[src/rtl/irpr_pkg.sv]
package irpr_pkg;

  typedef enum logic [2:0] {
    CMD_TICK       = 3'd0,
    CMD_EDGE       = 3'd1,
    CMD_START_REC  = 3'd2,
    CMD_START_PLAY = 3'd3,
    CMD_READ       = 3'd4,
    CMD_WRITE      = 3'd5
  } cmd_t;

  typedef enum logic [1:0] {
    MODE_IDLE = 2'd0,
    MODE_WAIT = 2'd1,
    MODE_REC  = 2'd2,
    MODE_PLAY = 2'd3
  } mode_t;

  typedef enum logic {
    CFG_RECORD_PRESET = 1'b0,
    CFG_TIMEOUT_LIMIT = 1'b1
  } cfg_reg_t;

  localparam int          TIMER_W            = 16;
  localparam logic [15:0] RECORD_PRESET_RST  = 16'd10000;
  localparam logic [15:0] TIMEOUT_LIMIT_RST  = 16'd65000;

endpackage

[src/rtl/irpr_store.sv]
module irpr_store #(
  parameter int DEPTH = 128,
  parameter int AW    = 7,
  parameter int W     = 16
) (
  input  logic          clk,
  input  logic          rst,
  input  logic          clr,
  input  logic          we,
  input  logic [AW-1:0] waddr,
  input  logic [W-1:0]  wdata,
  input  logic [AW-1:0] raddr_a,
  output logic [W-1:0]  rdata_a,
  input  logic          ren_b,
  input  logic [AW-1:0] raddr_b,
  output logic [W-1:0]  rdata_b
);

  logic [W-1:0]     mem [DEPTH];
  logic [DEPTH-1:0] valid;
  logic [W-1:0]     rdata_q_a;
  logic [W-1:0]     rdata_q_b;
  logic             rvalid_a;
  logic             rvalid_b;

  // Write port. A read of the address being written returns the new data.
  always_ff @(posedge clk) begin
    if (we) begin
      mem[waddr] <= wdata;
    end
    rdata_q_a <= (we && waddr == raddr_a) ? wdata : mem[raddr_a];
    if (ren_b) begin
      rdata_q_b <= (we && waddr == raddr_b) ? wdata : mem[raddr_b];
    end
  end

  // Entries that were never written since the last clear read as zero.
  always_ff @(posedge clk) begin
    if (rst) begin
      valid    <= '0;
      rvalid_a <= 1'b0;
      rvalid_b <= 1'b0;
    end else begin
      if (clr) begin
        valid <= '0;
      end else if (we) begin
        valid[waddr] <= 1'b1;
      end
      rvalid_a <= (we && waddr == raddr_a) || (!clr && valid[raddr_a]);
      if (ren_b) begin
        rvalid_b <= (we && waddr == raddr_b) || (!clr && valid[raddr_b]);
      end
    end
  end

  assign rdata_a = rvalid_a ? rdata_q_a : '0;
  assign rdata_b = rvalid_b ? rdata_q_b : '0;

  a_no_clr_with_write: assert property (@(posedge clk) disable iff (rst)
    !(clr && we))
    else $error("store clear and write in the same cycle");

  a_clr_invalidates: assert property (@(posedge clk) disable iff (rst)
    clr |=> !rvalid_a)
    else $error("read after clear returned a stale entry");

  a_write_bypass: assert property (@(posedge clk) disable iff (rst)
    (we && waddr == raddr_a) |=> (rvalid_a && rdata_q_a == $past(wdata)))
    else $error("read of the written address missed the new data");

endmodule

[src/rtl/ir_pulse_record_replay_top.sv]
// Infrared pulse recorder and replayer.
// Input channel (in_valid / in_stall) carries one command per transaction:
// tick, edge, start record, start play, read entry or write entry, with the
// entry index, value and count used by the read and write commands.
// Output channel (out_valid / out_stall) returns exactly one result per
// command: line level, activity, stored count, read data and a finish flag.
// A command is registered at acceptance and resolved when it advances from
// the input register into the output register, where its result raises
// out_valid; an output stall can hold it in the input register first. One
// command is accepted every cycle as long as the output side keeps up; the
// pulse store is a two-read, one-write memory whose current playback entry is
// prefetched at every edge, so no command waits on a memory read.
// Configuration (cfg_we, cfg_index, cfg_data) sets the record preset and the
// timeout limit; write it only while no transaction is in flight.
// Reset (rst, synchronous) empties the store, stops recording or replay and
// clears the internal line level (ir_level is not reset) and restores both
// configuration registers. When the receiver stalls, the output register
// holds its result, one further command is held in s1, then in_stall rises.
module ir_pulse_record_replay_top #(
  parameter int STORE_DEPTH = 128
) (
  input  logic        clk,
  input  logic        rst,
  input  logic        cfg_we,
  input  logic        cfg_index,
  input  logic [15:0] cfg_data,
  input  logic        in_valid,
  output logic        in_stall,
  input  logic [2:0]  cmd,
  input  logic [6:0]  entry_index,
  input  logic [15:0] entry_value,
  input  logic [7:0]  entry_total,
  output logic        out_valid,
  input  logic        out_stall,
  output logic        ir_level,
  output logic [1:0]  activity,
  output logic [7:0]  pulse_count,
  output logic [15:0] read_value,
  output logic        finished
);

  import irpr_pkg::*;

  localparam int AW = $clog2(STORE_DEPTH);
  localparam int PW = $clog2(STORE_DEPTH + 1);

  logic [15:0] record_preset;
  logic [15:0] timeout_limit;

  logic        s1_valid;
  logic [2:0]  s1_cmd;
  logic [6:0]  s1_index;
  logic [15:0] s1_value;
  logic [7:0]  s1_total;

  logic        accept;
  logic        advance;

  logic [TIMER_W-1:0] timer, timer_next;
  logic [PW-1:0]      position, position_next;
  logic [PW-1:0]      count, count_next;
  mode_t              mode, mode_next;
  logic               level, level_next;
  logic [15:0]        entry_one, entry_one_next;

  logic               st_clr;
  logic               st_we;
  logic [AW-1:0]      st_waddr;
  logic [15:0]        st_wdata;
  logic [15:0]        cur_entry;
  logic [15:0]        idx_entry;
  logic [15:0]        rd_next;
  logic               fin_next;

  assign advance  = s1_valid && (!out_valid || !out_stall);
  assign in_stall = s1_valid && !advance;
  assign accept   = in_valid && !in_stall;

  always_ff @(posedge clk) begin
    if (rst) begin
      record_preset <= RECORD_PRESET_RST;
      timeout_limit <= TIMEOUT_LIMIT_RST;
    end else if (cfg_we) begin
      case (cfg_reg_t'(cfg_index))
        CFG_RECORD_PRESET: record_preset <= cfg_data;
        CFG_TIMEOUT_LIMIT: timeout_limit <= cfg_data;
        default: ;
      endcase
    end
  end

  always_ff @(posedge clk) begin
    if (rst) begin
      s1_valid <= 1'b0;
    end else if (accept) begin
      s1_valid <= 1'b1;
    end else if (advance) begin
      s1_valid <= 1'b0;
    end
  end

  always_ff @(posedge clk) begin
    if (accept) begin
      s1_cmd   <= cmd;
      s1_index <= entry_index;
      s1_value <= entry_value;
      s1_total <= entry_total;
    end
  end

  irpr_store #(
    .DEPTH (STORE_DEPTH),
    .AW    (AW),
    .W     (16)
  ) u_store (
    .clk     (clk),
    .rst     (rst),
    .clr     (st_clr),
    .we      (st_we),
    .waddr   (st_waddr),
    .wdata   (st_wdata),
    .raddr_a (AW'(position_next)),
    .rdata_a (cur_entry),
    .ren_b   (accept),
    .raddr_b (AW'(entry_index)),
    .rdata_b (idx_entry)
  );

  always_comb begin
    logic [TIMER_W-1:0] timer_inc;
    logic [PW-1:0]      pos_inc;
    logic               in_range;

    timer_inc = timer + 16'd1;
    pos_inc   = position + PW'(1);
    in_range  = 32'(s1_index) < 32'(STORE_DEPTH);

    timer_next     = timer;
    position_next  = position;
    count_next     = count;
    mode_next      = mode;
    level_next     = level;
    entry_one_next = entry_one;
    st_clr         = 1'b0;
    st_we          = 1'b0;
    st_waddr       = AW'(position);
    st_wdata       = timer;
    rd_next        = '0;
    fin_next       = 1'b0;

    if (advance) begin
      case (cmd_t'(s1_cmd))
        CMD_TICK: begin
          case (mode)
            MODE_WAIT: begin
              timer_next = record_preset;
            end
            MODE_REC: begin
              timer_next = timer_inc;
              if (timer_inc > timeout_limit) begin
                // Entry 1 still carries the preset held before the first edge.
                count_next     = position;
                st_we          = 1'b1;
                st_waddr       = AW'(1);
                st_wdata       = entry_one - record_preset;
                entry_one_next = entry_one - record_preset;
                mode_next      = MODE_IDLE;
                fin_next       = 1'b1;
              end
            end
            MODE_PLAY: begin
              timer_next = timer_inc;
              if (position >= count) begin
                level_next = 1'b0;
                mode_next  = MODE_IDLE;
                fin_next   = 1'b1;
              end else if (timer_inc >= cur_entry) begin
                level_next    = !level;
                position_next = pos_inc;
                timer_next    = '0;
                if (pos_inc >= count) begin
                  level_next = 1'b0;
                  mode_next  = MODE_IDLE;
                  fin_next   = 1'b1;
                end
              end
            end
            default: begin
              timer_next = timer_inc;
            end
          endcase
        end
        CMD_EDGE: begin
          if (mode == MODE_WAIT) begin
            st_we         = 1'b1;
            st_waddr      = '0;
            position_next = PW'(1);
            mode_next     = MODE_REC;
          end else if (mode == MODE_REC && position < PW'(STORE_DEPTH)) begin
            st_we         = 1'b1;
            position_next = pos_inc;
            timer_next    = '0;
            if (position == PW'(1)) begin
              entry_one_next = timer;
            end
          end
        end
        CMD_START_REC: begin
          st_clr         = 1'b1;
          position_next  = '0;
          count_next     = '0;
          timer_next     = record_preset;
          level_next     = 1'b0;
          entry_one_next = '0;
          mode_next      = MODE_WAIT;
        end
        CMD_START_PLAY: begin
          level_next    = 1'b0;
          position_next = '0;
          timer_next    = '0;
          mode_next     = MODE_PLAY;
          if (count == '0) begin
            mode_next = MODE_IDLE;
            fin_next  = 1'b1;
          end
        end
        CMD_READ: begin
          if (in_range) begin
            rd_next = idx_entry;
          end
        end
        CMD_WRITE: begin
          if (in_range) begin
            st_we    = 1'b1;
            st_waddr = AW'(s1_index);
            st_wdata = s1_value;
            if (s1_index == 7'd1) begin
              entry_one_next = s1_value;
            end
          end
          count_next = (32'(s1_total) > 32'(STORE_DEPTH)) ? PW'(STORE_DEPTH)
                                                          : PW'(s1_total);
        end
        default: ;
      endcase
    end
  end

  always_ff @(posedge clk) begin
    if (rst) begin
      timer     <= '0;
      position  <= '0;
      count     <= '0;
      mode      <= MODE_IDLE;
      level     <= 1'b0;
      entry_one <= '0;
    end else begin
      timer     <= timer_next;
      position  <= position_next;
      count     <= count_next;
      mode      <= mode_next;
      level     <= level_next;
      entry_one <= entry_one_next;
    end
  end

  always_ff @(posedge clk) begin
    if (rst) begin
      out_valid <= 1'b0;
    end else if (advance) begin
      out_valid <= 1'b1;
    end else if (!out_stall) begin
      out_valid <= 1'b0;
    end
  end

  always_ff @(posedge clk) begin
    if (advance) begin
      ir_level    <= level_next;
      activity    <= mode_next;
      pulse_count <= 8'(count_next);
      read_value  <= rd_next;
      finished    <= fin_next;
    end
  end

  a_finish_idle: assert property (@(posedge clk) disable iff (rst)
    (out_valid && finished) |-> (activity == MODE_IDLE && !ir_level))
    else $error("finished transaction left the block active or the line high");

  a_count_bound: assert property (@(posedge clk) disable iff (rst)
    count <= PW'(STORE_DEPTH))
    else $error("stored count exceeds the store depth");

  a_stall_cause: assert property (@(posedge clk) disable iff (rst)
    in_stall |-> (s1_valid && out_valid && out_stall))
    else $error("input stalled without a blocked output");

endmodule
[config.mk]
export PLATFORM = sky130hd
export DESIGN_NAME = ir_pulse_record_replay_top
export DESIGN_NICKNAME = d
export VERILOG_FILES = /design/src/rtl/irpr_pkg.sv /design/src/rtl/irpr_store.sv /design/src/rtl/ir_pulse_record_replay_top.sv
export SDC_FILE = /design/constraint.sdc
export NUM_CORES = 2
export LEC_CHECK = 0
export BUFFER_PORTS_ARGS = -buffer_cell sky130_fd_sc_hd__buf_2
export CORE_ASPECT_RATIO = 0.9
export CORE_MARGIN = 2
export CORE_UTILIZATION = 60
export DETAILED_ROUTE_END_ITERATION = 7
export GPL_TIMING_DRIVEN = 0
export PLACE_DENSITY = 0.76
export SLEW_MARGIN = 20
export SYNTH_ARGS = -nofsm -noshare
export SYNTH_HDL_FRONTEND = slang
export SYNTH_SLANG_ARGS = --single-unit
[constraint.sdc]
create_clock -name clk -period 31.9 [get_ports clk]
set_input_delay 6.38 -clock clk [delete_from_list [all_inputs] [get_ports clk]]
set_output_delay 6.38 -clock clk [all_outputs]
set_load 0.02 [all_outputs]
==> reports/results.tsv <==
stage	metric	value	unit
status	outcome	finished, final reports clean	
synth	synth.distinct_cells	80	
sta	skew	58.90	ps
sta	hold_ws	462.9	ps
setup_path	crit_top_cell	buf_2	
pwr	max-vdd-ir-drop	57.64	uV
setup_path	cp.arrival	6920	ps
placed_design	gp_congestion	1.065	
detailed_routing	ant_nets	0	
pwr	power	6516	uW
die	die-area	0.1863	mm^2
placed_design	hpwl	277.1	mm
setup_path	cp-endpoint	in_stall	
detailed_routing	drt-total-wl	382.5	mm
setup_path	cp-end-kind	output pin	
hold_path	hold_class	flop to flop	
clock_tree	cts.clk_slew.worst_paths	60	ps
synth	syn-num-nets	5593	
setup_path	path_max_fanout	3	
synth	synthArstFlopShare	0	
sta	worst_slew_pin_slew	1300	ps
layout	mostFrequentLayoutCells	edfxtp_1 (2126), mux4_2 (1386), clkbuf_1 (258)	
clock_tree	cts_tree	built	
setup_path	worst_path_max_delay_cell	and3_1	
flow_run	drv_cap	0	
sta	maxSlewHeadroom	0.1332	
detailed_routing	drc	0	
die	rows	148	
pwr	power.share.switching	0.2277	
global_route	grt_max_degree	81	
clock_tree	clock-sinks	2348	
sta	fmaxAchievable	75.17	MHz
sta	fin_tns_setup	0	ps
clock_tree	clk_path_buf_depth	3	
synth	syn_inst	5470	
detailed_routing	avgRoutedWirePerCell	44.79	um
synth	synth_top_area_cell	edfxtp_1	
detailed_routing	viasPerCell	7.861	
layout	layout_commonest_cell	edfxtp_1	
synth	ys_seq_area_frac	0.6223	
die	core	0.1813	mm^2
synth	synth_edf_count	2126	
synth	syn-cell-area	0.1097	mm^2
synth	ys_ff_latch	2348	
setup_path	r2r_end	u_store.rvalid_a$_SDFF_PP0_	
pwr	power_density	52.35	mW/mm^2
die	initial_core_util	0.6053	
pwr	power_leakage	0.03845	uW
clock_tree	hold_buffers	0	
die	fp.dieW	454.8	um
clock_tree	post-cts-setup-buffers	0	
sta	rsz0062_at_grt	no	
sta	period_needed	13300	ps
setup_path	cpPeakStageDelay	250	ps
sta	setup_viol	0	
pwr	p_int	5032	uW
synth	yosysWarnings	0	
die	die_h	409.7	um
setup_path	crit_start	out_stall	
pwr	power.switching	1484	uW
setup_path	startpoint_type	primary input	
layout	drive_above_1_share	0.3790	
clock_tree	cts_buffers	227	
setup_path	rr_worst_depth	21	
synth	syn_area_per_cell	20.06	um^2
setup_path	setup.worst_path.class	primary input to output pin	
pwr	power.share.sequential	0.516	
clock_tree	cts_resized	0	
setup_path	crit_path_cell_trace	buf_2 > and3_1 > buf_2	
clock_tree	root_buffer	clkbuf_16	
synth	synth-main-ff-cell	edfxtp_1	
detailed_routing	drt_pass1_iterations	8	
synth	synth.area.top_cells	edfxtp_1 (58%), mux4_2 (28%), dfxtp_1 (4.0%)	
placed_design	portBuffers	84	
setup_path	r2r_slack	22860	ps
global_route	grt_pass1_wl	524.9	mm
global_route	grt.total_usage	0.4170	
synth	synth_top_area_share	0.5818	
global_route	overflow	0	
layout	final_nets	6045	
global_route	grt_pass1_vias	64583	
pwr	clkPwrFrac	0.425	
setup_path	critPathRequiredTime	25520	ps
clock_tree	cts_max_level	4	
clock_tree	worstSkewPairLatency	910	ps
sta	finalHoldViolations	0	
global_route	antenna_found_initial	31	
detailed_routing	drt_iter0_markers	12698	
die	io_pins	86	
sta	fin_crit_sh	0.4171	
pwr	power_frac_comb	0.059	
sta	drv_slew	0	
detailed_routing	via_count	67134	
layout	area_delta_synth_final	13.43	%
## cell usage after synthesis (7+ instances only)
library cell and count:
a22oi_1 35, o22ai_1 15, mux2i_1 76, a21o_1 12, mux4_2 1386, nor2_1 244
nand3b_1 12, nand2_1 170, o21a_1 139, a31oi_1 10, nor3_1 15, ha_1 66
nand4_1 13, nand3_1 25, buf_2 11, dfxtp_1 222, edfxtp_1 2126, clkbuf_1 272
and2_1 23, nand2b_1 14, a21oi_1 68, a211oi_1 27, nor2b_1 33, xor2_1 13
buf_4 7, mux2_2 64, buf_1 105, and3_1 7, inv_1 59, xnor2_1 32
a221oi_1 7, o21ai_0 55
## flip-flops by register name, indices dropped and copies added, names as in the netlist, 7 cells and up, named ones only
register           count
u_store.mem         2048
u_store.valid        128
entry_one             16
read_value            16
record_preset         16
s1_value              16
timeout_limit         16
timer                 16
u_store.rdata_q_b     16
count                  8
position               8
pulse_count            8
s1_total               8
s1_index               7
## worst min-delay path by stage
stage,start,endpoint,slack (ps),cells after the start
3_3_place_gp,timeout_limit[4]$_SDFFE_PP0P_,timeout_limit[4]$_SDFFE_PP0P_,450,2
3_5_place_dp,timeout_limit[4]$_SDFFE_PP0P_,timeout_limit[4]$_SDFFE_PP0P_,450,2
5_1_grt,timeout_limit[9]$_SDFFE_PP0P_,timeout_limit[9]$_SDFFE_PP0P_,490,2
4_1_cts,timeout_limit[4]$_SDFFE_PP0P_,timeout_limit[4]$_SDFFE_PP0P_,460,2
6_report,timeout_limit[9]$_SDFFE_PP0P_,timeout_limit[9]$_SDFFE_PP0P_,460,2
2_1_floorplan,timeout_limit[1]$_SDFFE_PP0P_,timeout_limit[1]$_SDFFE_PP0P_,440,2
## worst max-delay path: cells and delay by family
| kind | cells | cell delay (ps) |
|---|---|---|
| buffers and inverters | 2 | 300 |
| AND/OR/NAND/NOR | 1 | 250 |
## metrics by stage
stage | cell area, um^2 | worst slack, ps | instances | utilization
2_1_floorplan | 109700 | 18850 | 5470 | -
4_1_cts | 124400 | 18590 | 8524 | 0.6862
3_5_place_dp | 116900 | 18590 | 8093 | 0.6446
3_3_place_gp | 113200 | 9702 | 7954 | 0.6242
6_report | 124500 | 18600 | 8540 | 0.6866
5_1_grt | 124400 | 18570 | 8526 | 0.6864
## cell type report
cell class / instances / area (um^2)
plain buffers: 398 / 1699
clock buffers: 291 / 6053
multi-input cells: 2662 / 40550
repair buffers: 223 / 3112
diodes: 16 / 40.04
clock inverters: 140 / 1493
well taps: 2400 / 3003
flip-flops and latches: 2348 / 68290
fillers: 11131 / 56820
inverters: 62 / 235.2
## routing by layer
layer,track usage,up-vias,share of wire
li1,-,24557,-
met4,0.2062,22,0.062
met3,0.1765,978,0.17
met2,0.5792,6489,0.43
met1,0.5711,35088,0.34
met5,0.005208,-,0.00071
## power groups by stage
stage / Combinational [uW] / Clock [uW] / Sequential, uW
after global placement: 338 / 0 / 3450
after floorplan: 195 / 0 / 3430
after global routing: 387 / 2880 / 3360
after CTS: 369 / 2760 / 3360
after detailed placement: 366 / 0 / 3430
final: 384 / 2770 / 3360
## cell families after synthesis
logic type	Yosys count	share of synthesized area
buffers and inverters	460	0.01627
adders and majority gates	67	0.007708
xor gates and xnor gates	45	0.003592
and+or+nand+nor	578	0.02344
muxes	1532	0.2986
DFF	2348	0.6223
AOI/OAI and AO/OA	440	0.02816
No activity file was read; power rests on OpenSTA's default activity.
